--- src/nearest_color_classifier_macros.svh ---
// Assertion macros for the nearest color classifier.
// Expects clk and rst_n in the scope where a macro is used.
`ifndef NEAREST_COLOR_CLASSIFIER_MACROS_SVH
`define NEAREST_COLOR_CLASSIFIER_MACROS_SVH

// Consequent must hold in the same cycle as the antecedent.
`define NCC_ASSERT_SAME(lbl, ante, cons, msg) \
  lbl: assert property (@(posedge clk) disable iff (!rst_n) (ante) |-> (cons)) \
    else $error(msg);

// Consequent must hold a fixed number of cycles after the antecedent.
`define NCC_ASSERT_DELAY(lbl, ante, n, cons, msg) \
  lbl: assert property (@(posedge clk) disable iff (!rst_n) (ante) |-> ##n (cons)) \
    else $error(msg);

`endif

--- src/ncc_pkg.sv ---
// Shared types, constants and helpers for the nearest color classifier.
// No dependencies.
`timescale 1ns / 1ps

package ncc_pkg;

  localparam int NUM_ENTRIES_DEF = 8;
  localparam int DIST_LIMIT_DEF  = 60;

  localparam int RAW_W    = 16;
  localparam int CHAN_W   = 8;
  localparam int ENTRY_W  = 24;
  localparam int IDX_W    = 3;
  localparam int DIST_W   = 18;
  localparam int DIVD_W   = RAW_W + CHAN_W;
  localparam int NUM_CH   = 3;

  localparam logic [1:0] ST_MATCH    = 2'd0;
  localparam logic [1:0] ST_NO_MATCH = 2'd1;
  localparam logic [1:0] ST_CLEAR_0  = 2'd2;

  // One color channel inside the divider: partial remainder and quotient so far
  typedef struct packed {
    logic [DIVD_W-1:0] rem;
    logic [CHAN_W-1:0] quo;
  } ncc_div_t;

  typedef struct packed {
    logic                    zero;
    logic [RAW_W-1:0]        clear;
    ncc_div_t [NUM_CH-1:0]   ch;
  } ncc_dpipe_t;

  typedef struct packed {
    logic              zero;
    logic [CHAN_W-1:0] red;
    logic [CHAN_W-1:0] green;
    logic [CHAN_W-1:0] blue;
    logic [DIST_W-1:0] best;
    logic [IDX_W-1:0]  idx;
    logic              found;
  } ncc_cpipe_t;

  function automatic logic [2*CHAN_W-1:0] sq_diff(input logic [CHAN_W-1:0] a,
                                                  input logic [CHAN_W-1:0] b);
    logic [CHAN_W-1:0] d;
    d = (a > b) ? (a - b) : (b - a);
    return {{CHAN_W{1'b0}}, d} * {{CHAN_W{1'b0}}, d};
  endfunction

endpackage

--- src/ncc_div_stage.sv ---
// One restoring step of the normalizing divider, all three channels at once.
// Depends on ncc_pkg.
`timescale 1ns / 1ps

module ncc_div_stage
  import ncc_pkg::*;
#(
  parameter int BIT = 0
) (
  input  logic       clk,
  input  logic       rst_n,
  input  logic       valid_in,
  input  ncc_dpipe_t data_in,
  output logic       valid_out,
  output ncc_dpipe_t data_out
);

  logic       valid_r;
  ncc_dpipe_t data_r, data_nxt;
  logic [DIVD_W-1:0] shifted;

  assign shifted = {{CHAN_W{1'b0}}, data_in.clear} << BIT;

  always_comb begin
    data_nxt = data_in;
    for (int c = 0; c < NUM_CH; c++) begin
      if (data_in.ch[c].rem >= shifted) begin
        data_nxt.ch[c].rem      = data_in.ch[c].rem - shifted;
        data_nxt.ch[c].quo[BIT] = 1'b1;
      end
    end
  end

  always_ff @(posedge clk) begin
    if (!rst_n) begin
      valid_r <= 1'b0;
    end else begin
      valid_r <= valid_in;
    end
  end

  always_ff @(posedge clk) begin
    data_r <= data_nxt;
  end

  assign valid_out = valid_r;
  assign data_out  = data_r;

endmodule

--- config.mk ---
export PLATFORM = sky130hd
export DESIGN_NAME = ncc_div_stage
export DESIGN_NICKNAME = d
export VERILOG_FILES = /design/src/nearest_color_classifier_macros.svh /design/src/ncc_pkg.sv /design/src/ncc_div_stage.sv
export SDC_FILE = /design/constraint.sdc
export NUM_CORES = 1
export LEC_CHECK = 0
export BUFFER_PORTS_ARGS = -buffer_cell sky130_fd_sc_hd__buf_2
export CORE_ASPECT_RATIO = 1.2
export CORE_UTILIZATION = 30
export CTS_CLUSTER_DIAMETER = 200
export CTS_CLUSTER_SIZE = 40
export DETAILED_ROUTE_END_ITERATION = 12
export PLACE_DENSITY = 0.5
export SYNTH_ARGS = -nofsm -noshare
export SYNTH_HDL_FRONTEND = slang
export SYNTH_SLANG_ARGS = --single-unit
--- constraint.sdc ---
create_clock -name clk -period 3 [get_ports clk]
set_clock_uncertainty 0.1 [all_clocks]
set_input_delay 0.3 -clock clk [delete_from_list [all_inputs] [get_ports clk]]
set_output_delay 0.3 -clock clk [all_outputs]
set_load 0.1 [all_outputs]
Yosys cells after proc, flatten, opt, wreduce, memory -nomap -nowiden
Cells that the tools add are included.
W data, S select, Z words.
- register bits after elaboration: 114
- bits of input ports: 116
- output and inout port bits: 114
- word-level logic and storage cells: 21
- $add $sub $neg: 3
- magnitude comparators: 3
- muxes and demuxes: 3
- operators by type and width (cell ; number):
    $ge A24 B16 Y1 ; 3
    $mux W24 ; 3
    $sub A24 B16 Y24 ; 3

Logic depth before layout (Yosys ltp)
- word-level depth: 2
- mapped depth: 12
- gate-level depth less buffers: 10

Worst setup path before layout
OpenSTA, ideal clock, no wires.
- path kind: input port to flip-flop
- start: input port data_in[91] in the netlist's numbering
- end: register data_r (netlist bit data_out[75])
- setup time: 0.123 ns
- arrival time: 2.461 ns
- data required time: 2.777 ns
- setup slack: 0.316 ns
- stages on the path: 6
- buffers on the path: 1
- cells stage by stage: or4_1 > or4_1 > or4b_1 > a211o_1 > buf_4 > mux2_1
- RTL lines (item ; RTL line ; RTL):
    start, declared ; ncc_div_stage.sv:13 ; input ncc_dpipe_t data_in,
    end signal, assigned ; ncc_div_stage.sv:43 ; data_r <= data_nxt;
    end, declared ; ncc_div_stage.sv:19 ; ncc_dpipe_t data_r, data_nxt;

==> impl_metrics.csv <==
group,metric,value,unit
power,power,6.42,mW
synth,synth_simple_gate_area_frac,0.171,
placement,numPortBuffers,229,
detailed_routing,drt_wl_total,18.8,mm
setup_path,crit_required,3210,ps
hold_path,worst_hold_startpoint,"data_in[87]",
global_routing,antenna_found_initial,0,
timing,rsz0062_at_grt,"yes",
timing,period_share,0.986,
power,ir_worst_vdd,0.365,mV
floorplan,pin_count,230,
floorplan,rows,55,
timing,post-route-min-period,2960,ps
timing,final_hold_viol_count,0,
synth,synth_top_area_share,0.392,
timing,tns,0,ps
detailed_routing,ant_nets,0,
synth,yosys_warnings,0,
setup_path,cp_slowest_cell,"dlygate4sd3_1",
detailed_routing,vias,5799,
layout,drive_gt1_frac,0.311,
synth,muxShareOfSynthArea,0.0191,
setup_path,critPathLaunchType,"input port",
clocking,clock_sinks,114,
synth,synthMostInstantiatedCell,"dfxtp_1",
detailed_routing,firstDrtPassIters,5,
floorplan,core,0.0189,mm²
synth,synth_top_family_by_area,"compound AO/OA/AOI/OAI gates",
detailed_routing,viasPerCell,4.66,
synth,synth_compound_area_frac,0.176,
synth,synthArstFlopShare,0,
synth,synth.top_cells.by_count,"114 x dfxtp_1, 60 x a21oi_1, 54 x nor2_1, 48 x ha_1, 45 x nand2_1",
timing,finalMaxSlewViolations,0,
setup_path,arrival,3170,ps
detailed_routing,drcViolationCount,0,
global_routing,grt_use_total,0.190,
synth,syn-num-nets,812,
placement,dp_hpwl,14.2,mm
setup_path,cpMostUsedCell,"or3_1",
synth,ys_ff_latch,114,
floorplan,dieArea,0.0200,mm²
layout,nFillCells,1817,
synth,netlist.top_cell.by_area,"dfxtp_1",
clocking,root_buffer,"clkbuf_16",
power,leakage,4.15,nW
hold_path,hp-class,"input port to register",
layout,antennaDiodeCount,0,
clocking,cts.reportedPaths.clkPinSlew,70,ps
power,powerDensity,724,mW/mm²
clocking,cts_buffer_depth,2,
synth,synth_edf_count,0,
global_routing,grt_max_degree,25,
synth,ys_seq_area_frac,0.392,
floorplan,die_x,129,µm
synth,yosys-top-cells-area,"dfxtp_1 39%, ha_1 10%, xnor2_1 5.6%, a21oi_1 5.2%, xor2_1 4.1%",
layout,final_nets,1142,
synth,ys.flop_type,"dfxtp_1",
layout,areaGrowthSynthToFinish,52.5,%
flow_run,drv_cap,0,
synth,synth_xor_area_frac,0.0964,
setup_path,max_stage_delay,540,ps
clocking,cts_tree,"yes",
global_routing,grt_pass1_wl,28.7,mm
detailed_routing,drt-initial-drc-count,290,
timing,worstMarginPinSlew,558,ps
timing,max_freq,338,MHz
clocking,cts_made_buffers,17,
floorplan,initial_core_util,0.307,
setup_path,path_buf_inv,3,
setup_path,setup.worst_path.class,"input port to register",
floorplan,fp.dieH,155,µm
synth,netlist_instances,645,
outcome,status,"finished clean",
timing,timing.final.ws_setup,40.7,ps
synth,synth.distinct_cells,57,
setup_path,path_cells,"dlygate4sd3_1, buf_2, or3_1, or3_1, or4_1, nor2_1, o2111a_2, buf_12, mux2_1",
timing,slew_headroom,0.625,
placement,post-place-ws,38.2,ps
synth,synthAdderAreaFrac,0.114,
setup_path,end_kind,"register",
clocking,htreeDepth,4,
global_routing,overflow,0,
setup_path,cp_max_fo,22,
setup_path,critical-path-top-delay-family,"simple AND/OR/NAND/NOR gates",
detailed_routing,wire_per_inst,15.1,µm
global_routing,grt_pass1_vias,5633,
synth,syn_area,0.00582,mm²
placement,gp_congestion,0.848,
setup_path,crit_start,"data_in[58]",
synth,syn_avg_cell_area,9.02,µm²
timing,setup_violations,0,
## power by group
part	switching, mW	internal [mW]
sequential	0.0460	1.72
combinational	2.04	0.584
clock	0.859	1.18
## state kept, by name, indices dropped and copies added (netlist names)
register,count
valid_out,1
data_out,113
## area by class of cell
type | count | area [µm²] | share of cell area
Clock buffer | 17 | 425 | 0.0479
Inverter | 27 | 105 | 0.0118
Tap cell | 256 | 320 | 0.0361
Multi-Input combinational cell | 486 | 3420 | 0.386
Timing Repair Buffer | 329 | 2150 | 0.243
Clock inverter | 15 | 163 | 0.0183
Sequential cell | 114 | 2280 | 0.257
## routing by layer
| layer | part of all wire | vias up | track usage |
|---|---|---|---|
| met5 | 0 | - | 0 |
| met2 | 0.48 | 188 | 0.328 |
| met4 | 0.018 | 0 | 0.0605 |
| met1 | 0.44 | 2608 | 0.224 |
| met3 | 0.059 | 20 | 0.0522 |
| li1 | - | 2983 | - |
## worst paths after layout
check,to,cells past startpoint
setup / recovery,data_out[43],9
hold / removal,data_out[87],2
## cells in the final DEF (no fill, tap or decap), types with 11 or more instances in the layout
cell,count
a21o_1,17
a21oi_1,59
buf_2,227
buf_4,27
clkbuf_16,19
dfxtp_1,114
dlygate4sd3_1,68
ha_1,46
inv_1,26
nand2_1,45
nand3_1,11
nor2_1,54
nor3_1,14
o21ai_0,16
o21ai_1,18
xnor2_1,37
xor2_1,27
## logic make-up (layout without fill, tap and decap cells)
family / Yosys count / count (layout)
AOI/OAI and AO/OA: 164 / 164
xor gates and xnor gates: 64 / 64
adders and majority gates: 51 / 51
buffers and inverters: 45 / 388
DFF: 114 / 114
muxes: 10 / 10
and+or+nand+nor: 197 / 197
## repair_timing
item / in CTS / in global routing
endpoints found under the hold margin: 69 / 0
hold buffers: 70 / 0
buffers inserted: 0 / 2
endpoints found under the setup margin: 0 / 29
gates resized for setup: 0 / 17
## through the flow
step	utilization	std cells	instance area (µm²)	hold WS [ps]
6_report	0.469	1244	8870	17.6
5_1_grt	0.469	1244	8870	13.2
4_1_cts	0.461	1242	8730	3.49
3_5_place_dp	0.393	1140	7440	304
3_3_place_gp	0.393	1140	7440	302
2_1_floorplan	-	645	5820	228
Power figures use the tool's default switching activity.
