$ cat src/nearest_color_classifier_macros.svh
// Assertion macros for the nearest color classifier.
// Expects clk and rst_n in the scope where a macro is used.
`ifndef NEAREST_COLOR_CLASSIFIER_MACROS_SVH
`define NEAREST_COLOR_CLASSIFIER_MACROS_SVH

// Consequent must hold in the same cycle as the antecedent.
`define NCC_ASSERT_SAME(lbl, ante, cons, msg) \
  lbl: assert property (@(posedge clk) disable iff (!rst_n) (ante) |-> (cons)) \
    else $error(msg);

// Consequent must hold a fixed number of cycles after the antecedent.
`define NCC_ASSERT_DELAY(lbl, ante, n, cons, msg) \
  lbl: assert property (@(posedge clk) disable iff (!rst_n) (ante) |-> ##n (cons)) \
    else $error(msg);

`endif

$ cat src/ncc_pkg.sv
// Shared types, constants and helpers for the nearest color classifier.
// No dependencies.
`timescale 1ns / 1ps

package ncc_pkg;

  localparam int NUM_ENTRIES_DEF = 8;
  localparam int DIST_LIMIT_DEF  = 60;

  localparam int RAW_W    = 16;
  localparam int CHAN_W   = 8;
  localparam int ENTRY_W  = 24;
  localparam int IDX_W    = 3;
  localparam int DIST_W   = 18;
  localparam int DIVD_W   = RAW_W + CHAN_W;
  localparam int NUM_CH   = 3;

  localparam logic [1:0] ST_MATCH    = 2'd0;
  localparam logic [1:0] ST_NO_MATCH = 2'd1;
  localparam logic [1:0] ST_CLEAR_0  = 2'd2;

  // One color channel inside the divider: partial remainder and quotient so far
  typedef struct packed {
    logic [DIVD_W-1:0] rem;
    logic [CHAN_W-1:0] quo;
  } ncc_div_t;

  typedef struct packed {
    logic                    zero;
    logic [RAW_W-1:0]        clear;
    ncc_div_t [NUM_CH-1:0]   ch;
  } ncc_dpipe_t;

  typedef struct packed {
    logic              zero;
    logic [CHAN_W-1:0] red;
    logic [CHAN_W-1:0] green;
    logic [CHAN_W-1:0] blue;
    logic [DIST_W-1:0] best;
    logic [IDX_W-1:0]  idx;
    logic              found;
  } ncc_cpipe_t;

  function automatic logic [2*CHAN_W-1:0] sq_diff(input logic [CHAN_W-1:0] a,
                                                  input logic [CHAN_W-1:0] b);
    logic [CHAN_W-1:0] d;
    d = (a > b) ? (a - b) : (b - a);
    return {{CHAN_W{1'b0}}, d} * {{CHAN_W{1'b0}}, d};
  endfunction

endpackage

$ cat src/ncc_match_cell.sv
// One reference color cell: holds its entry and updates the running best match.
// Depends on ncc_pkg.
`timescale 1ns / 1ps

module ncc_match_cell
  import ncc_pkg::*;
#(
  parameter int IDX = 0
) (
  input  logic               clk,
  input  logic               rst_n,
  input  logic               cfg_we,
  input  logic [IDX_W-1:0]   cfg_index,
  input  logic [ENTRY_W-1:0] cfg_data,
  input  logic               valid_in,
  input  ncc_cpipe_t         data_in,
  output logic               valid_out,
  output ncc_cpipe_t         data_out
);

  logic [ENTRY_W-1:0] entry_r;
  logic               valid_r;
  ncc_cpipe_t         data_r, data_nxt;
  logic [DIST_W-1:0]  sq_dist;

  always_comb begin
    sq_dist = DIST_W'(sq_diff(data_in.red,   entry_r[23:16]))
            + DIST_W'(sq_diff(data_in.green, entry_r[15:8]))
            + DIST_W'(sq_diff(data_in.blue,  entry_r[7:0]));
    data_nxt = data_in;
    // strict compare: an earlier entry keeps a tie
    if (sq_dist < data_in.best) begin
      data_nxt.best  = sq_dist;
      data_nxt.idx   = IDX_W'(IDX);
      data_nxt.found = 1'b1;
    end
  end

  always_ff @(posedge clk) begin
    if (!rst_n) begin
      entry_r <= '0;
      valid_r <= 1'b0;
    end else begin
      if (cfg_we && cfg_index == IDX_W'(IDX)) begin
        entry_r <= cfg_data;
      end
      valid_r <= valid_in;
    end
  end

  always_ff @(posedge clk) begin
    data_r <= data_nxt;
  end

  assign valid_out = valid_r;
  assign data_out  = data_r;

endmodule

$ cat config.mk
export PLATFORM = sky130hd
export DESIGN_NAME = ncc_match_cell
export DESIGN_NICKNAME = d
export VERILOG_FILES = /design/src/nearest_color_classifier_macros.svh /design/src/ncc_pkg.sv /design/src/ncc_match_cell.sv
export SDC_FILE = /design/constraint.sdc
export NUM_CORES = 1
export LEC_CHECK = 0
export BUFFER_PORTS_ARGS = -buffer_cell sky130_fd_sc_hd__clkbuf_2
export CAP_MARGIN = 20
export CORE_MARGIN = 2
export CORE_UTILIZATION = 27
export CTS_CLUSTER_DIAMETER = 30
export DETAILED_ROUTE_END_ITERATION = 8
export GPL_TIMING_DRIVEN = 0
export PLACE_DENSITY = 0.53
export SLEW_MARGIN = 10
export SYNTH_ARGS = -nofsm -noshare
export SYNTH_HDL_FRONTEND = slang
export SYNTH_SLANG_ARGS = --single-unit
export TNS_END_PERCENT = 30
$ cat constraint.sdc
create_clock -name clk -period 11.8 [get_ports clk]
set_input_delay 0.59 -clock clk [delete_from_list [all_inputs] [get_ports clk]]
set_output_delay 0.59 -clock clk [all_outputs]
set_load 0.05 [all_outputs]
Word-level counts from Yosys, hierarchy flattened --
Index checks and enable logic that the tools add are counted.
Word-level totals: register bits 72, bits of input ports 78, output and inout bits 48
Operators by class: $add $sub $neg 8, $mul 3, magnitude comparators 4, mux-type cells 4, reductions and logical operators 2
Operators by type and width (number):
- $mul 8x8->16 | 3
- $sub 8x8->8 | 6
- $gt 8x8->1 | 3
- $mux 8 | 3
- $mux 22 | 1
- $add 17x16->18 | 1
- $lt 18x18->1 | 1
- $add 16x16->17 | 1
- $logic_not 3->1 | 1
- $logic_and 1x1->1 | 1

Logic depth before layout (Yosys ltp) --
depth in word-level cells 7, mapped depth 43, depth with buffers taken out 40

Least setup slack after synthesis --
No wires, ideal clock.
path kind input to register, start point input port data_in[38] in the netlist's numbering, end point register data_r, in the netlist data_out[10], arrival 9.344 ns, required time 11.679 ns, setup slack 2.336 ns, stages on the path 38, cells stage by stage inv_1 ha_1 inv_1 fa_1 a21o_1 a221oi_2 o21a_2 a21oi_4 mux2_2 xnor2_4 inv_2 nor2_1 fa_1 fa_1 inv_1 fa_1 fa_1 inv_1 (+2 left out) inv_1 fa_1 inv_1 ha_1 a21oi_1 o21ai_0 a21oi_1 o31ai_1 or4_1 and4_4 ha_1 nand4_1 nor2_1 o21ai_0 o211ai_1 a31oi_1 buf_2 mux2_2
RTL lines:
- from (decl) | RTL line ncc_match_cell.sv:16 | input ncc_cpipe_t data_in,
- to (signal assigned) | RTL line ncc_match_cell.sv:52 | data_r <= data_nxt;
- to (decl) | RTL line ncc_match_cell.sv:23 | ncc_cpipe_t data_r, data_nxt;

==> reports/results.tsv <==
stage	metric	value	unit
worst_setup_path	worst reg2reg path startpoint	entry_r[16]	
floorplan	Die X	197	µm
sta	Slew HR	34.3	%
route	DR WL/cell	13.1	µm
synthesis	Yosys cell types	66	
worst_setup_path	Slowest-stage cell, CP	xor2_1	
sta	Hold Fails Final Rpt	0	
worst_setup_path	nature of the critical path startpoint	primary input	
global_routing	largest net degree at the start of global routing	13	
cells_and_area	n_diodes	0	
route	Avg Vias per Cell	4.32	
worst_hold_path	hold_sp	data_in[46]	
sta	fin crit share	90.6	%
synthesis	post-synth net total	1469	
placed_design	post-DP HPWL	19.6	mm
cells_and_area	multi-input logic area	7450	µm²
clock_network	hold_buf cts	0	
sta	Final Slew Violations	0	
outcome	outcome	complete, no violations	
sta	final setup fails	0	
sta	Tmin final	10.69	ns
sta	fmax	0.0935	GHz
cells_and_area	Layout area overhead	14.9	%
sta	clk_skew	0.00727	ns
cells_and_area	most common cell after layout, fill and taps aside	inv_1	
worst_setup_path	Critical Path Most Common Cell	fa_1	
worst_setup_path	max incr delay on CP	0.76	ns
route	total wire length	22.6	mm
placed_design	port buffer count	125	
sta	setup TNS	0	ns
worst_setup_path	Crit Path Class	primary input to flop	
synthesis	Synth Warn #	0	
sta	hold_ws	0.339	ns
worst_hold_path	Min-Delay Endpoint	data_out[46]	
worst_setup_path	Worst Reg-to-Reg Cells	35	
global_routing	gr ovfl total	0	
cells_and_area	commonest non-fill, non-tap cells in the layout	inv_1 (269), ha_1 (141), fa_1 (139)	
clock_network	CTS resizes	0	
worst_setup_path	Crit Reg-Reg Endpoint	data_out[6]	
worst_setup_path	CP endpoint kind	flop	
clock_network	root buf cell	clkbuf_16	
cells_and_area	non-filler cells in the finished layout	1720	
floorplan	area of the die	38800	µm²
placed_design	post-placement cell count	1705	
synthesis	Synth Register Bits	72	
cells_and_area	fillers	3862	
clock_network	clock edge transition at the registers on the reported setup and hold paths	0.06	ns
sta	Least-Margin Pin Slew	0.981	ns
worst_setup_path	CP startpoint	data_in[27]	
job	MaxCap Viol Count	0	
clock_network	clock insertion delay at the later pin of the skew report	0.35	ns
worst_setup_path	WP data required	12.03	ns
placed_design	Placer Congestion	0.812	
cells_and_area	share of layout cells above drive strength 1	16.1	%
route	ANT nets after route	0	
clock_network	Post-CTS Setup Bufs	0	
clock_network	Num CTS Buffers	9	
cells_and_area	fin nets	1606	
route	Via Count	7424	
floorplan	std cell rows	70	
floorplan	height of the chip	197	µm
global_routing	vias in the first global route	7667	
synthesis	Cells after Synth	1111	
placed_design	pre-CTS WS	0.661	ns
synthesis	post-synth top area cell	fa_1	
synthesis	synth top area cells	fa_1 (28%), ha_1 (18%), dfxtp_1 (14%), inv_1 (10%), nor2_1 (3.0%)	
clock_network	clk sink count	72	
worst_hold_path	Hold Path Cell Cnt	1	
synthesis	Post-synth ARST share	0	%
global_routing	gr usage total	12.3	%
clock_network	CTS max path bufs	2	
worst_hold_path	Hold Crit Class	primary input to flop	
synthesis	EDFF count, synth	0	
synthesis	Synth top area share	27.7	%
worst_setup_path	r2r setup slk	1.18	ns
global_routing	initial antenna violation count	0	
clock_network	htree depth	3	
sta	unrepaired setup endpoints after global routing	false	
synthesis	sequential-to-total area share from yosys stat	14.4	%
global_routing	first-pass GRT wire length	38.3	mm
clock_network	CTS tree	done	
sta	fin worst setup slack	1.11	ns
worst_setup_path	peak fanout along the critical path	10	
route	TritonRoute pass-1 iters	5	
floorplan	Initial Util	27.4	%
worst_setup_path	CP arrival	10.93	ns
route	Starting DRT DRC Count	252	
synthesis	mapped cell area	10000	µm²
floorplan	number of I/O pins	126	
floorplan	Core Area	36600	µm²
cells_and_area	Register Area	1440	µm²
synthesis	Post-synth top flop	dfxtp_1	
route	DRC	0	
synthesis	syn avg cell area	9.04	µm²
-- flip-flops by register name (all words and copies together) (netlist names) --
name	flops
data_out	47
valid_out	1
entry_r	24
-- cells by family after synthesis --
group	Yosys count	synth area share [%]
AO/OA/AOI/OAI	157	10.9
XOR/XNOR	34	3.53
adder cells (fa/ha/maj)	280	45.3
buffers and inverters	300	11.5
flip-flops	72	14.4
multiplexers	34	3.68
AND/OR/NAND/NOR	234	10.8
-- per-layer routing --
| metal | share of wire (%) | routed length (µm) | track usage [%] |
|---|---|---|---|
| met3 | 4.0 | 913 | 2.14 |
| met2 | 44 | 9920 | 19.9 |
| met5 | 0 | 0 | 0 |
| met1 | 51 | 11500 | 17.2 |
| met4 | 1.0 | 236 | 2.62 |
-- critical path: cells and delay by family --
family          cells  cell delay [ns]
fa+ha+maj          10             4.68
compound gates     12             2.88
buf+inv             8             0.87
xor+xnor            2             1.02
mux                 2             0.63
simple gates        2             0.23
-- layout make-up --
class / instances / share of cell area [%]
Timing Repair Buffer: 126 / 5.46
Buffer: 28 / 1.12
Multi-Input combinational cell: 739 / 64.6
Clock inverter: 4 / 0.260
Clock buffer: 11 / 2.19
Inverter: 272 / 8.85
Sequential cell: 72 / 12.5
Tap cell: 468 / 5.07
-- synthesized netlist by cell type, types with 5 or more instances --
cell type,number
nand2_1,78
xor2_1,10
nand2b_1,16
nor2_1,80
a21boi_0,26
buf_2,15
o21bai_1,11
nor2b_1,7
fa_1,139
xnor2_1,18
and3_1,8
ha_1,141
a211oi_1,8
inv_1,269
o21ai_0,13
or2_1,5
a31oi_1,6
nand4_1,8
nand3_1,5
mux2i_1,13
and2_1,7
clkbuf_1,11
a21oi_1,39
or2_2,5
dfxtp_1,72
mux2_2,18
a21o_1,27
-- through the flow --
step | cell area, µm² | util (%)
2_1_floorplan | 10000 | -
3_3_place_gp | 11300 | 30.7
3_5_place_dp | 11300 | 30.8
4_1_cts | 11500 | 31.5
5_1_grt | 11500 | 31.5
6_report | 11500 | 31.5
-- worst max path at each step --
stage / to / slack (ns) / cells past startpoint
2_1_floorplan: data_out[10] / 2.34 / 38
3_3_place_gp: data_out[7] / 0.71 / 36
3_5_place_dp: data_out[6] / 0.66 / 36
4_1_cts: data_out[6] / 0.99 / 36
5_1_grt: data_out[6] / 0.39 / 36
6_report: data_out[6] / 1.11 / 36
Power is not shown: default switching activity piles up to over one toggle a cycle in this logic, so the estimate is an artifact.
